**src/hdl/md5_pkg.sv**
```systemverilog
// Shared types, constants and round tables for the MD5 digest block.
`default_nettype none

package md5_pkg;

  // Chaining word start values
  localparam logic [31:0] CHAIN_INIT_A = 32'h67452301;
  localparam logic [31:0] CHAIN_INIT_B = 32'hefcdab89;
  localparam logic [31:0] CHAIN_INIT_C = 32'h98badcfe;
  localparam logic [31:0] CHAIN_INIT_D = 32'h10325476;

  // Block layout
  localparam int BLOCK_BYTES = 64;
  localparam int POS_W       = $clog2(BLOCK_BYTES);
  localparam int WORDS       = BLOCK_BYTES / 4;
  localparam int WADDR_W     = $clog2(WORDS);
  localparam int ROUNDS      = 64;
  localparam int ROUND_W     = $clog2(ROUNDS);

  localparam logic [7:0]       PAD_MARK    = 8'h80;
  localparam logic [POS_W-1:0] PAD_LEN_POS = POS_W'(56);
  localparam logic [POS_W-1:0] LAST_POS    = POS_W'(BLOCK_BYTES - 1);
  localparam logic [ROUND_W-1:0] LAST_ROUND = ROUND_W'(ROUNDS - 1);

  // Round groups, taken from the top two bits of the round number
  localparam logic [1:0] GRP_F = 2'd0;
  localparam logic [1:0] GRP_G = 2'd1;
  localparam logic [1:0] GRP_H = 2'd2;
  localparam logic [1:0] GRP_I = 2'd3;

  localparam logic [31:0] SINE_K [ROUNDS] = '{
    32'hd76aa478, 32'he8c7b756, 32'h242070db, 32'hc1bdceee,
    32'hf57c0faf, 32'h4787c62a, 32'ha8304613, 32'hfd469501,
    32'h698098d8, 32'h8b44f7af, 32'hffff5bb1, 32'h895cd7be,
    32'h6b901122, 32'hfd987193, 32'ha679438e, 32'h49b40821,
    32'hf61e2562, 32'hc040b340, 32'h265e5a51, 32'he9b6c7aa,
    32'hd62f105d, 32'h02441453, 32'hd8a1e681, 32'he7d3fbc8,
    32'h21e1cde6, 32'hc33707d6, 32'hf4d50d87, 32'h455a14ed,
    32'ha9e3e905, 32'hfcefa3f8, 32'h676f02d9, 32'h8d2a4c8a,
    32'hfffa3942, 32'h8771f681, 32'h6d9d6122, 32'hfde5380c,
    32'ha4beea44, 32'h4bdecfa9, 32'hf6bb4b60, 32'hbebfbc70,
    32'h289b7ec6, 32'heaa127fa, 32'hd4ef3085, 32'h04881d05,
    32'hd9d4d039, 32'he6db99e5, 32'h1fa27cf8, 32'hc4ac5665,
    32'hf4292244, 32'h432aff97, 32'hab9423a7, 32'hfc93a039,
    32'h655b59c3, 32'h8f0ccc92, 32'hffeff47d, 32'h85845dd1,
    32'h6fa87e4f, 32'hfe2ce6e0, 32'ha3014314, 32'h4e0811a1,
    32'hf7537e82, 32'hbd3af235, 32'h2ad7d2bb, 32'heb86d391
  };

  // Rotate amounts, indexed by {group, round[1:0]}
  localparam logic [4:0] ROT_S [16] = '{
    5'd7, 5'd12, 5'd17, 5'd22, 5'd5, 5'd9,  5'd14, 5'd20,
    5'd4, 5'd11, 5'd16, 5'd23, 5'd6, 5'd10, 5'd15, 5'd21
  };

  typedef enum logic [2:0] {
    ST_IDLE,
    ST_LOAD,
    ST_ROUND,
    ST_FOLD,
    ST_PAD,
    ST_EMIT0,
    ST_EMIT1
  } md5_state_t;

  // Commands from the controller to the datapath
  typedef struct packed {
    logic                 buf_we;
    logic [POS_W-1:0]     buf_addr;
    logic                 pad_sel;
    logic                 pad_mark;
    logic                 pad_len;
    logic [WADDR_W-1:0]   rd_addr;
    logic [ROUND_W-1:0]   round;
    logic                 work_load;
    logic                 round_en;
    logic                 fold;
    logic                 count_inc;
    logic                 chain_init;
    logic                 out_load;
    logic                 out_half;
  } md5_cmd_t;

  // Status from the datapath to the controller
  typedef struct packed {
    logic [POS_W-1:0] pos;
    logic             out_free;
  } md5_stat_t;

  // Message word used by a round
  function automatic logic [WADDR_W-1:0] msg_idx(input logic [ROUND_W-1:0] r);
    logic [7:0] r8;
    logic [7:0] v;
    r8 = {{(8-ROUND_W){1'b0}}, r};
    case (r[5:4])
      GRP_F:   v = r8;
      GRP_G:   v = 8'(8'd5 * r8 + 8'd1);
      GRP_H:   v = 8'(8'd3 * r8 + 8'd5);
      default: v = 8'(8'd7 * r8);
    endcase
    return v[WADDR_W-1:0];
  endfunction

endpackage

`default_nettype wire

```
**src/hdl/md5_ctrl.sv**
```systemverilog
// Sequencer for byte intake, padding, compression rounds and digest output.
`default_nettype none

module md5_ctrl
  import md5_pkg::*;
(
  input  wire logic      clk,
  input  wire logic      rst,
  input  wire logic      in_valid,
  input  wire logic      last_byte,
  output      logic      in_ready,
  input  wire md5_stat_t stat,
  output      md5_cmd_t  cmd
);

  md5_state_t         state;
  md5_state_t         state_next;
  logic [ROUND_W-1:0] round;
  logic [POS_W-1:0]   ptr;
  logic [POS_W-1:0]   mark;
  logic               last_q;
  logic               pad_active;
  logic               second;
  logic               accept;

  assign in_ready = (state == ST_IDLE);
  assign accept   = in_valid && in_ready;

  // State and sequencing counters
  always_ff @(posedge clk) begin
    if (rst) begin
      state      <= ST_IDLE;
      round      <= '0;
      ptr        <= '0;
      mark       <= '0;
      last_q     <= 1'b0;
      pad_active <= 1'b0;
      second     <= 1'b0;
    end else begin
      state <= state_next;
      case (state)
        ST_IDLE: begin
          if (accept) begin
            last_q     <= last_byte;
            pad_active <= last_byte && (stat.pos != LAST_POS);
            second     <= 1'b0;
            ptr        <= POS_W'(stat.pos + 1'b1);
            mark       <= POS_W'(stat.pos + 1'b1);
          end
        end
        ST_LOAD: begin
          round <= '0;
        end
        ST_ROUND: begin
          round <= ROUND_W'(round + 1'b1);
        end
        ST_FOLD: begin
          if (last_q && !pad_active) begin
            // message ended on a block boundary: pad a fresh block
            ptr        <= '0;
            mark       <= '0;
            second     <= 1'b0;
            pad_active <= 1'b1;
          end else if (last_q && !second && (mark >= PAD_LEN_POS)) begin
            // length did not fit: one more block of zeros and length
            ptr    <= '0;
            second <= 1'b1;
          end
        end
        ST_PAD: begin
          ptr <= POS_W'(ptr + 1'b1);
        end
        ST_EMIT1: begin
          if (stat.out_free) begin
            last_q     <= 1'b0;
            pad_active <= 1'b0;
          end
        end
        default: begin
        end
      endcase
    end
  end

  // Next state
  always_comb begin
    state_next = state;
    case (state)
      ST_IDLE: begin
        if (accept) begin
          if (stat.pos == LAST_POS) begin
            state_next = ST_LOAD;
          end else if (last_byte) begin
            state_next = ST_PAD;
          end
        end
      end
      ST_LOAD: begin
        state_next = ST_ROUND;
      end
      ST_ROUND: begin
        if (round == LAST_ROUND) begin
          state_next = ST_FOLD;
        end
      end
      ST_FOLD: begin
        if (!last_q) begin
          state_next = ST_IDLE;
        end else if (!pad_active) begin
          state_next = ST_PAD;
        end else if (!second && (mark >= PAD_LEN_POS)) begin
          state_next = ST_PAD;
        end else begin
          state_next = ST_EMIT0;
        end
      end
      ST_PAD: begin
        if (ptr == LAST_POS) begin
          state_next = ST_LOAD;
        end
      end
      ST_EMIT0: begin
        if (stat.out_free) begin
          state_next = ST_EMIT1;
        end
      end
      ST_EMIT1: begin
        if (stat.out_free) begin
          state_next = ST_IDLE;
        end
      end
      default: begin
        state_next = ST_IDLE;
      end
    endcase
  end

  // Datapath commands
  always_comb begin
    cmd = '0;
    case (state)
      ST_IDLE: begin
        cmd.buf_we    = accept;
        cmd.buf_addr  = stat.pos;
        cmd.count_inc = accept;
      end
      ST_LOAD: begin
        cmd.rd_addr   = msg_idx('0);
        cmd.work_load = 1'b1;
      end
      ST_ROUND: begin
        cmd.round_en = 1'b1;
        cmd.round    = round;
        cmd.rd_addr  = msg_idx(ROUND_W'(round + 1'b1));
      end
      ST_FOLD: begin
        cmd.fold = 1'b1;
      end
      ST_PAD: begin
        cmd.buf_we   = 1'b1;
        cmd.buf_addr = ptr;
        cmd.pad_sel  = 1'b1;
        cmd.pad_mark = !second && (ptr == mark);
        cmd.pad_len  = (second || (mark < PAD_LEN_POS)) && (ptr >= PAD_LEN_POS);
      end
      ST_EMIT0: begin
        cmd.out_load = stat.out_free;
        cmd.out_half = 1'b0;
      end
      ST_EMIT1: begin
        cmd.out_load   = stat.out_free;
        cmd.out_half   = 1'b1;
        cmd.chain_init = stat.out_free;
      end
      default: begin
      end
    endcase
  end

endmodule

`default_nettype wire

```
**src/hdl/md5_dp.sv**
```systemverilog
// Block store, bit counter, round logic, chaining words and output register.
`default_nettype none

module md5_dp
  import md5_pkg::*;
(
  input  wire logic        clk,
  input  wire logic        rst,
  input  wire logic [7:0]  data_byte,
  input  wire md5_cmd_t    cmd,
  output      md5_stat_t   stat,
  output      logic        out_valid,
  input  wire logic        out_ready,
  output      logic [63:0] digest_half,
  output      logic        half_index,
  output      logic        digest_done
);

  logic [31:0] msg_mem [WORDS];
  logic [31:0] w_q;
  logic [63:0] bit_count;
  logic [31:0] chain_a, chain_b, chain_c, chain_d;
  logic [31:0] wa, wb, wc, wd;
  logic [7:0]  wr_byte;
  logic [7:0]  len_byte;
  logic [31:0] f_val;
  logic [31:0] t_sum;
  logic [63:0] t_rot;
  logic [4:0]  rot_s;
  logic [3:0]  rot_idx;

  assign stat.pos      = bit_count[POS_W+2:3];
  assign stat.out_free = !out_valid || out_ready;

  // Byte to store: message byte or padding
  assign len_byte = bit_count[{cmd.buf_addr[2:0], 3'b000} +: 8];
  always_comb begin
    if (!cmd.pad_sel) begin
      wr_byte = data_byte;
    end else if (cmd.pad_mark) begin
      wr_byte = PAD_MARK;
    end else if (cmd.pad_len) begin
      wr_byte = len_byte;
    end else begin
      wr_byte = 8'h00;
    end
  end

  // Block store: byte writes, registered word read
  always_ff @(posedge clk) begin
    if (cmd.buf_we) begin
      msg_mem[cmd.buf_addr[POS_W-1:2]][{cmd.buf_addr[1:0], 3'b000} +: 8] <= wr_byte;
    end
    w_q <= msg_mem[cmd.rd_addr];
  end

  // Message bit count
  always_ff @(posedge clk) begin
    if (rst || cmd.chain_init) begin
      bit_count <= '0;
    end else if (cmd.count_inc) begin
      bit_count <= bit_count + 64'd8;
    end
  end

  // Round function for the current group
  always_comb begin
    case (cmd.round[5:4])
      GRP_F:   f_val = (wb & wc) | (~wb & wd);
      GRP_G:   f_val = (wb & wd) | (wc & ~wd);
      GRP_H:   f_val = wb ^ wc ^ wd;
      default: f_val = wc ^ (wb | ~wd);
    endcase
  end

  assign rot_idx = {cmd.round[5:4], cmd.round[1:0]};
  assign rot_s   = ROT_S[rot_idx];
  assign t_sum   = wa + f_val + w_q + SINE_K[cmd.round];
  assign t_rot   = {t_sum, t_sum} << rot_s;

  // Working words: load, step one round per cycle
  always_ff @(posedge clk) begin
    if (cmd.work_load) begin
      wa <= chain_a;
      wb <= chain_b;
      wc <= chain_c;
      wd <= chain_d;
    end else if (cmd.round_en) begin
      wa <= wd;
      wd <= wc;
      wc <= wb;
      wb <= wb + t_rot[63:32];
    end
  end

  // Chaining words: fold in the block result, restart after a digest
  always_ff @(posedge clk) begin
    if (rst || cmd.chain_init) begin
      chain_a <= CHAIN_INIT_A;
      chain_b <= CHAIN_INIT_B;
      chain_c <= CHAIN_INIT_C;
      chain_d <= CHAIN_INIT_D;
    end else if (cmd.fold) begin
      chain_a <= chain_a + wa;
      chain_b <= chain_b + wb;
      chain_c <= chain_c + wc;
      chain_d <= chain_d + wd;
    end
  end

  // Output register: hold a word until taken
  always_ff @(posedge clk) begin
    if (rst) begin
      out_valid <= 1'b0;
    end else if (cmd.out_load) begin
      out_valid <= 1'b1;
    end else if (out_ready) begin
      out_valid <= 1'b0;
    end
  end

  always_ff @(posedge clk) begin
    if (cmd.out_load) begin
      digest_half <= cmd.out_half ? {chain_d, chain_c} : {chain_b, chain_a};
      half_index  <= cmd.out_half;
      digest_done <= cmd.out_half;
    end
  end

endmodule

`default_nettype wire

```
**src/hdl/md5_message_digest_top.sv**
```systemverilog
// Top level of the MD5 digest block: controller plus datapath.
//
// Input channel: one message byte per word (data_byte), last_byte set on the
// final byte of a message; taken when in_valid and in_ready are both high.
// Output channel: two words per message, digest bytes 0..7 (half_index 0)
// then bytes 8..15 (half_index 1, digest_done 1), first byte in bits 7..0.
// A byte that does not close a 64-byte block leaves in_ready high unless it
// is the final byte. The 64th byte of a block starts a compression (one read
// setup, 64 rounds at one round per cycle through a single round unit, one
// fold), during which in_ready is low.
// The final byte adds a padding sweep of one byte per cycle up to the end
// of the block, one compression (two when the 8-byte length does not fit
// after the data), then the two digest words are loaded in turn, each once
// the output register is free.
// A stalled receiver holds the digest words in the output register; the
// next message is taken once the second word is in that register.
// Reset (rst, synchronous) restores the initial chaining words, clears the
// bit count and empties the output register.
`default_nettype none

module md5_message_digest_top
  import md5_pkg::*;
(
  input  wire logic        clk,
  input  wire logic        rst,
  input  wire logic        in_valid,
  output      logic        in_ready,
  input  wire logic [7:0]  data_byte,
  input  wire logic        last_byte,
  output      logic        out_valid,
  input  wire logic        out_ready,
  output      logic [63:0] digest_half,
  output      logic        half_index,
  output      logic        digest_done
);

  md5_cmd_t  cmd;
  md5_stat_t stat;

  md5_ctrl u_ctrl (
    .clk       (clk),
    .rst       (rst),
    .in_valid  (in_valid),
    .last_byte (last_byte),
    .in_ready  (in_ready),
    .stat      (stat),
    .cmd       (cmd)
  );

  md5_dp u_dp (
    .clk         (clk),
    .rst         (rst),
    .data_byte   (data_byte),
    .cmd         (cmd),
    .stat        (stat),
    .out_valid   (out_valid),
    .out_ready   (out_ready),
    .digest_half (digest_half),
    .half_index  (half_index),
    .digest_done (digest_done)
  );

endmodule

`default_nettype wire

```
**config.mk**
```make
export PLATFORM = sky130hd
export DESIGN_NAME = md5_message_digest_top
export DESIGN_NICKNAME = d
export VERILOG_FILES = /design/src/hdl/md5_pkg.sv /design/src/hdl/md5_ctrl.sv /design/src/hdl/md5_dp.sv /design/src/hdl/md5_message_digest_top.sv
export SDC_FILE = /design/constraint.sdc
export NUM_CORES = 2
export LEC_CHECK = 0
export BUFFER_PORTS_ARGS = -buffer_cell sky130_fd_sc_hd__buf_2
export CAP_MARGIN = 20
export CORE_UTILIZATION = 55
export DETAILED_ROUTE_END_ITERATION = 8
export PLACE_DENSITY = 0.72
export RECOVER_POWER = 50
export SYNTH_ARGS = -nofsm -noshare
export SYNTH_HDL_FRONTEND = slang
export SYNTH_HIERARCHICAL = 1
export SYNTH_SLANG_ARGS = --single-unit
export TNS_END_PERCENT = 10
```
**constraint.sdc**
```tcl
create_clock -name clk -period 12.88 [get_ports clk]
set_input_delay 1.288 -clock clk [delete_from_list [all_inputs] [get_ports clk]]
set_output_delay 1.288 -clock clk [all_outputs]
set_load 0.03 [all_outputs]
```
* Word-level counts from Yosys, hierarchy flattened
Memory sizes are Yosys's and may differ from the RTL's. A register that Yosys moved wholly into a read port is not among the register bits.
Index checks and enable logic that the tools add are counted.
W data, S select, Z words.
** Storage, ports and cells
- Register bits :: 410
- Memory bits (writable) :: 512
- Bits in read-only memories :: 2128
- Output and inout port bits :: 68
- Memories kept :: 3
** Memory list
- (no name shown) :: words 64, bits a word 32, rd ports 1, clocked after memory_dff 0, wr ports 0, RTL line md5_dp.sv:78 : assign t_sum = wa + f_val + w_q + SINE_K[cmd.round];
- u_dp.msg_mem :: words 16, bits a word 32, rd ports 1, clocked after memory_dff 1, wr ports 1, RTL line md5_dp.sv:19 : logic [31:0] msg_mem [WORDS];
- (no name shown) :: words 16, bits a word 5, rd ports 1, clocked after memory_dff 0, wr ports 0, RTL line md5_dp.sv:77 : assign rot_s = ROT_S[rot_idx];
** Cells by class
- $add $sub $neg :: 15
- Multiply operators :: 3
- $lt $le $gt $ge :: 5
- Eq/ne operators :: 23
- Shifts and indexed selects :: 4
- Multiplexer cells :: 60
- Bitwise operators :: 14
- Reductions and logical operators :: 30
** Operators by type and width (number)
- $mux W32 :: 11
- $add A32 B32 Y32 :: 8
- $and A32 B32 Y32 :: 4
- $or A32 B32 Y32 :: 3
- $pmux W32 S3 :: 1
- $xor A32 B32 Y32 :: 3
- $add A64 B4 Y64 const B :: 1
- $mux W64 :: 1
- $not A32 Y32 :: 2
- $shiftx A64 B7 Y8 :: 1
- $shl A64 B5 Y64 :: 1
- $shift A8 B7 Y32 const A :: 1
- $shiftx A8 B7 Y32 :: 1
- $mux W3 :: 10
- $mux W6 :: 5
- $mux W8 :: 3
- $pmux W6 S2 :: 2
- $pmux W3 S7 :: 1
- $add A6 B1 Y6 const B :: 3
- $eq A6 B6 Y1 const B :: 3
- $pmux W6 S3 :: 1
- $mux W1 :: 16
- $pmux W7 S2 :: 1
- $ge A6 B6 Y1 const B :: 2
- other kinds (37) :: 69

* Longest topological paths before layout
- Depth after elaboration :: 11
- Mapped depth :: 43

* By module
Netlist, hierarchy kept.
** By module, submodules not included
- md5_dp :: instances 1, cells each 4761, area each 53631.4 um2, seq. area each 25614.6 um2
- md5_ctrl :: instances 1, cells each 282, area each 2144.6 um2, seq. area each 480.5 um2

* Least setup slack after synthesis
Ideal clock, no wire load.
- Path type :: register to register
- Start point :: reg u_ctrl.state[1]
- End point :: reg u_dp.wb[30], data pin
- Library setup time :: 0.269 ns
- Arrival :: 9.285 ns
- Required time :: 12.611 ns
- Path slack :: 3.326 ns
- Stages on the path, launching flop included :: 41
- Period minus slack after synthesis :: 9.554 ns
- Cells stage by stage :: dfxtp_1 -> buf_2 -> buf_2 -> nand2_1 -> nor2_1 -> clkbuf_1 -> clkbuf_1 -> clkbuf_1 -> clkbuf_1 -> xnor2_1 -> o211ai_1 -> o211ai_1 -> fa_1 -> fa_1 -> inv_1 -> ha_1 -> buf_2 -> a31o_2 -> (+5 left out) -> mux4_2 -> nand2_1 -> o21ai_0 -> o22ai_1 -> mux2i_1 -> ha_1 -> fa_1 -> a21oi_1 -> nor2_1 -> o31ai_1 -> o211ai_1 -> a311o_1 -> a221oi_1 -> o211a_1 -> o21ai_0 -> a31oi_1 -> xor2_1 -> o21ai_0
** RTL lines
- start: declaration :: RTL line md5_ctrl.sv:16 : md5_state_t state;
- start signal: assignment :: RTL line md5_ctrl.sv:40 : state <= state_next;
- end signal: assignment :: RTL line md5_dp.sv:85 : wb <= chain_b;
- end signal: assignment :: RTL line md5_dp.sv:92 : wb <= wb + t_rot[63:32];
- end: declaration :: RTL line md5_dp.sv:23 : logic [31:0] wa, wb, wc, wd;

==> results.py <==
metrics = {
    "run_status": {
        "status": "finished with violations",
        "violations": "max-capacitance violations, max-slew violations",
    },
    "finish": {
        "nFillCells": 8061,
        "fin_util_pct": 60.3,
        "area_delta_synth_final_pct": 8.44,
        "antenna_cells": 0,
        "final_cell_mix": "edfxtp_1, nor2_1, nand2_1",
        "layout_commonest_cell": "edfxtp_1",
        "drive_above_1_share_pct": 12.8,
        "nets": 5311,
    },
    "synthesis": {
        "async_flop_share_pct": 0,
        "synth_edf_count": 705,
        "syn_nets": 5346,
        "yosys_warnings": 6,
        "postSynthCellCount": 5043,
        "synth_cell_types": 98,
        "ys_seq_area_share_pct": 46.8,
        "ys_ff_latch": 951,
        "synthFlopType": "edfxtp_1",
        "netlist_area_sq_mm": 0.0558,
        "syn_avg_cell_area_sq_um": 11.1,
    },
    "clock_tree": {
        "cts-resized-gates": 0,
        "cts_sinks": 951,
        "cts_buffers": 98,
        "cts_hold_buf": 0,
        "cts_tree": "built",
        "postCtsSetupBuffers": 0,
        "cts_root_buf": "clkbuf_16",
        "clk_pin_slew_ns": 0.06,
        "clk_latency_ns": 0.72,
        "h-tree-depth": 3,
        "clockBufferDepth": 3,
    },
    "floorplanning": {
        "dieWidth_microns": 320,
        "io_pins": 81,
        "row_count": 116,
        "die_h_microns": 320,
        "core_sq_mm": 0.100,
        "die_area_sq_mm": 0.103,
        "initial_core_util_pct": 55.6,
    },
    "worst_setup_path": {
        "start_kind": "register",
        "end_kind": "register",
        "max_stage_delay_ns": 0.80,
        "cp_max_fo": 23,
        "crit_type": "register to register",
        "crit_slowest_cell": "ha_1",
        "cp_common_cell": "o21ai_0",
        "arrival_ns": 12.11,
        "crit_required_ns": 13.31,
        "rr_worst_depth": 38,
    },
    "route": {
        "vias": 41500,
        "wl_mm": 161,
        "ant_nets": 0,
        "drc": 0,
        "viasPerCell": 6.43,
        "drtIter0Drc": 4231,
        "drtPass1Iterations": 7,
        "wire_per_inst_microns": 25.0,
    },
    "min_path": {
        "hold_depth": 2,
        "min_path_type": "register to register",
    },
    "sta": {
        "final_max_slew_viol_count": 401,
        "tightest_slew_ns": 5.14,
        "min_period_ns": 11.68,
        "final.setup.tns_ns": 0,
        "rsz0062_at_grt": "false",
        "slew_headroom_pct": -243,
        "setup_viol": 0,
        "fmax_mhz": 85.6,
        "finalHoldViolCount": 0,
        "fin_crit_sh_pct": 90.7,
        "fin_skew_ns": 0.0737,
    },
    "global_routing": {
        "antenna_found_initial": 1,
        "grt_pass1_wl_mm": 243,
        "grt_overflow": 0,
        "grt_max_degree": 166,
        "track_usage_pct": 31.1,
        "grt_pass1_vias": 40000,
    },
    "place": {
        "hpwlAfterDp_mm": 116,
        "io_buffers": 80,
        "place_congestion": 0.957,
    },
    "flow_run": {
        "drv_cap": 8,
    },
}
per-layer routing:
| metal | vias to the layer above | wire length [microns] | track usage, % |
|---|---|---|---|
| li1 | 18800 | - | - |
| met1 | 20400 | 64300 | 39.7 |
| met2 | 1856 | 77300 | 51.8 |
| met3 | 411 | 12200 | 5.47 |
| met4 | 2 | 7510 | 14.0 |
| met5 | - | 13 | 0 |
final timing paths:
kind	slack [ns]	to	start
setup reg to reg	1.20	u_dp/wb[30]	u_ctrl/state[0]
hold / removal	0.50	u_dp/chain_d[31]	u_dp/chain_d[31]
setup / recovery	1.20	u_dp/wb[30]	u_ctrl/state[0]
hold reg to reg	0.50	u_dp/chain_d[31]	u_dp/chain_d[31]
state kept, by name, summed over array words and instances, names as in the netlist, 3 cells and up:
register	count
u_ctrl/ptr	6
u_dp/chain_c	32
u_dp/bit_count	61
u_ctrl/mark	6
u_dp/wc	32
u_dp/w_q	32
u_ctrl/state	3
u_dp/digest_half	64
u_dp/msg_mem	512
u_ctrl/round	6
u_dp/chain_d	32
u_dp/wb	32
u_dp/chain_a	32
u_dp/wa	32
u_dp/chain_b	32
u_dp/wd	32
logic make-up (layout without fill, tap and decap cells):
| group | Yosys count | count (layout) | synth area share, % |
|---|---|---|---|
| AND/OR/NAND/NOR | 1389 | 1389 | 11.5 |
| AO/OA/AOI/OAI | 1202 | 1202 | 13.7 |
| flip-flops | 951 | 951 | 46.8 |
| multiplexers | 489 | 489 | 13.3 |
| buffers and inverters | 469 | 518 | 3.30 |
| adder cells (fa/ha/maj) | 290 | 290 | 7.42 |
| XOR/XNOR | 253 | 253 | 4.01 |
final cells by class:
cell class | instances | area (sq um) | share of cell area (%)
multi-input cells | 3623 | 27900 | 46.2
flip-flops and latches | 951 | 26100 | 43.1
clock inverters | 60 | 692 | 1.14
repair buffers | 130 | 697 | 1.15
clock buffers | 124 | 2620 | 4.33
inverters | 204 | 767 | 1.27
well taps | 1357 | 1700 | 2.81
worst max-delay path: cells and delay by family (launching register included):
kind                       cells  cell delay [ns]
xor gates and xnor gates       1             0.20
AOI/OAI and AO/OA             18             4.99
adders and majority gates      5             2.26
muxes                          2             0.36
buffers and inverters          4             1.01
DFF                            1             0.47
and+or+nand+nor                8             2.07
Yosys cell counts (26+ instances only):
cell	n	area share [%]
o211ai_1	89	1.2
inv_1	197	1.3
a211oi_1	45	0.61
a21o_1	75	1.0
mux2_2	181	3.7
xnor2_1	144	2.3
edfxtp_1	705	38
nor2_1	468	3.1
and3_1	43	0.48
nand3_1	128	1.1
nor2b_1	33	0.37
nand2_1	384	2.6
o21bai_1	26	0.35
o22ai_1	27	0.30
o21a_1	42	0.57
or3_1	32	0.36
nor3_1	73	0.66
nand4_1	49	0.55
dfxtp_1	246	8.8
nand2b_1	37	0.41
mux2i_1	125	2.2
ha_1	222	5.0
clkbuf_1	185	1.2
o31ai_1	30	0.40
a31oi_1	40	0.45
fa_1	68	2.4
o21ai_0	311	2.8
buf_1	47	0.32
a21oi_1	314	2.8
or2_2	45	0.50
xor2_1	106	1.7
mux4_2	183	7.4
stage by stage:
| stage | hold WS [ns] | instance area, sq um | instances | setup WS [ns] |
|---|---|---|---|---|
| final | 0.497 | 60500 | 6449 | 1.20 |
| after global routing | 0.525 | 60500 | 6449 | 0.359 |
| after CTS | 0.495 | 60700 | 6449 | 1.33 |
| after detailed placement | 0.485 | 57300 | 6265 | 1.42 |
| after global placement | 0.478 | 57300 | 6265 | 1.73 |
| after floorplan | 0.446 | 55800 | 5043 | 3.33 |
Power is left out: the tool's default activity adds up to more than one toggle a clock period on the data nets, which glitch-free logic cannot reach.
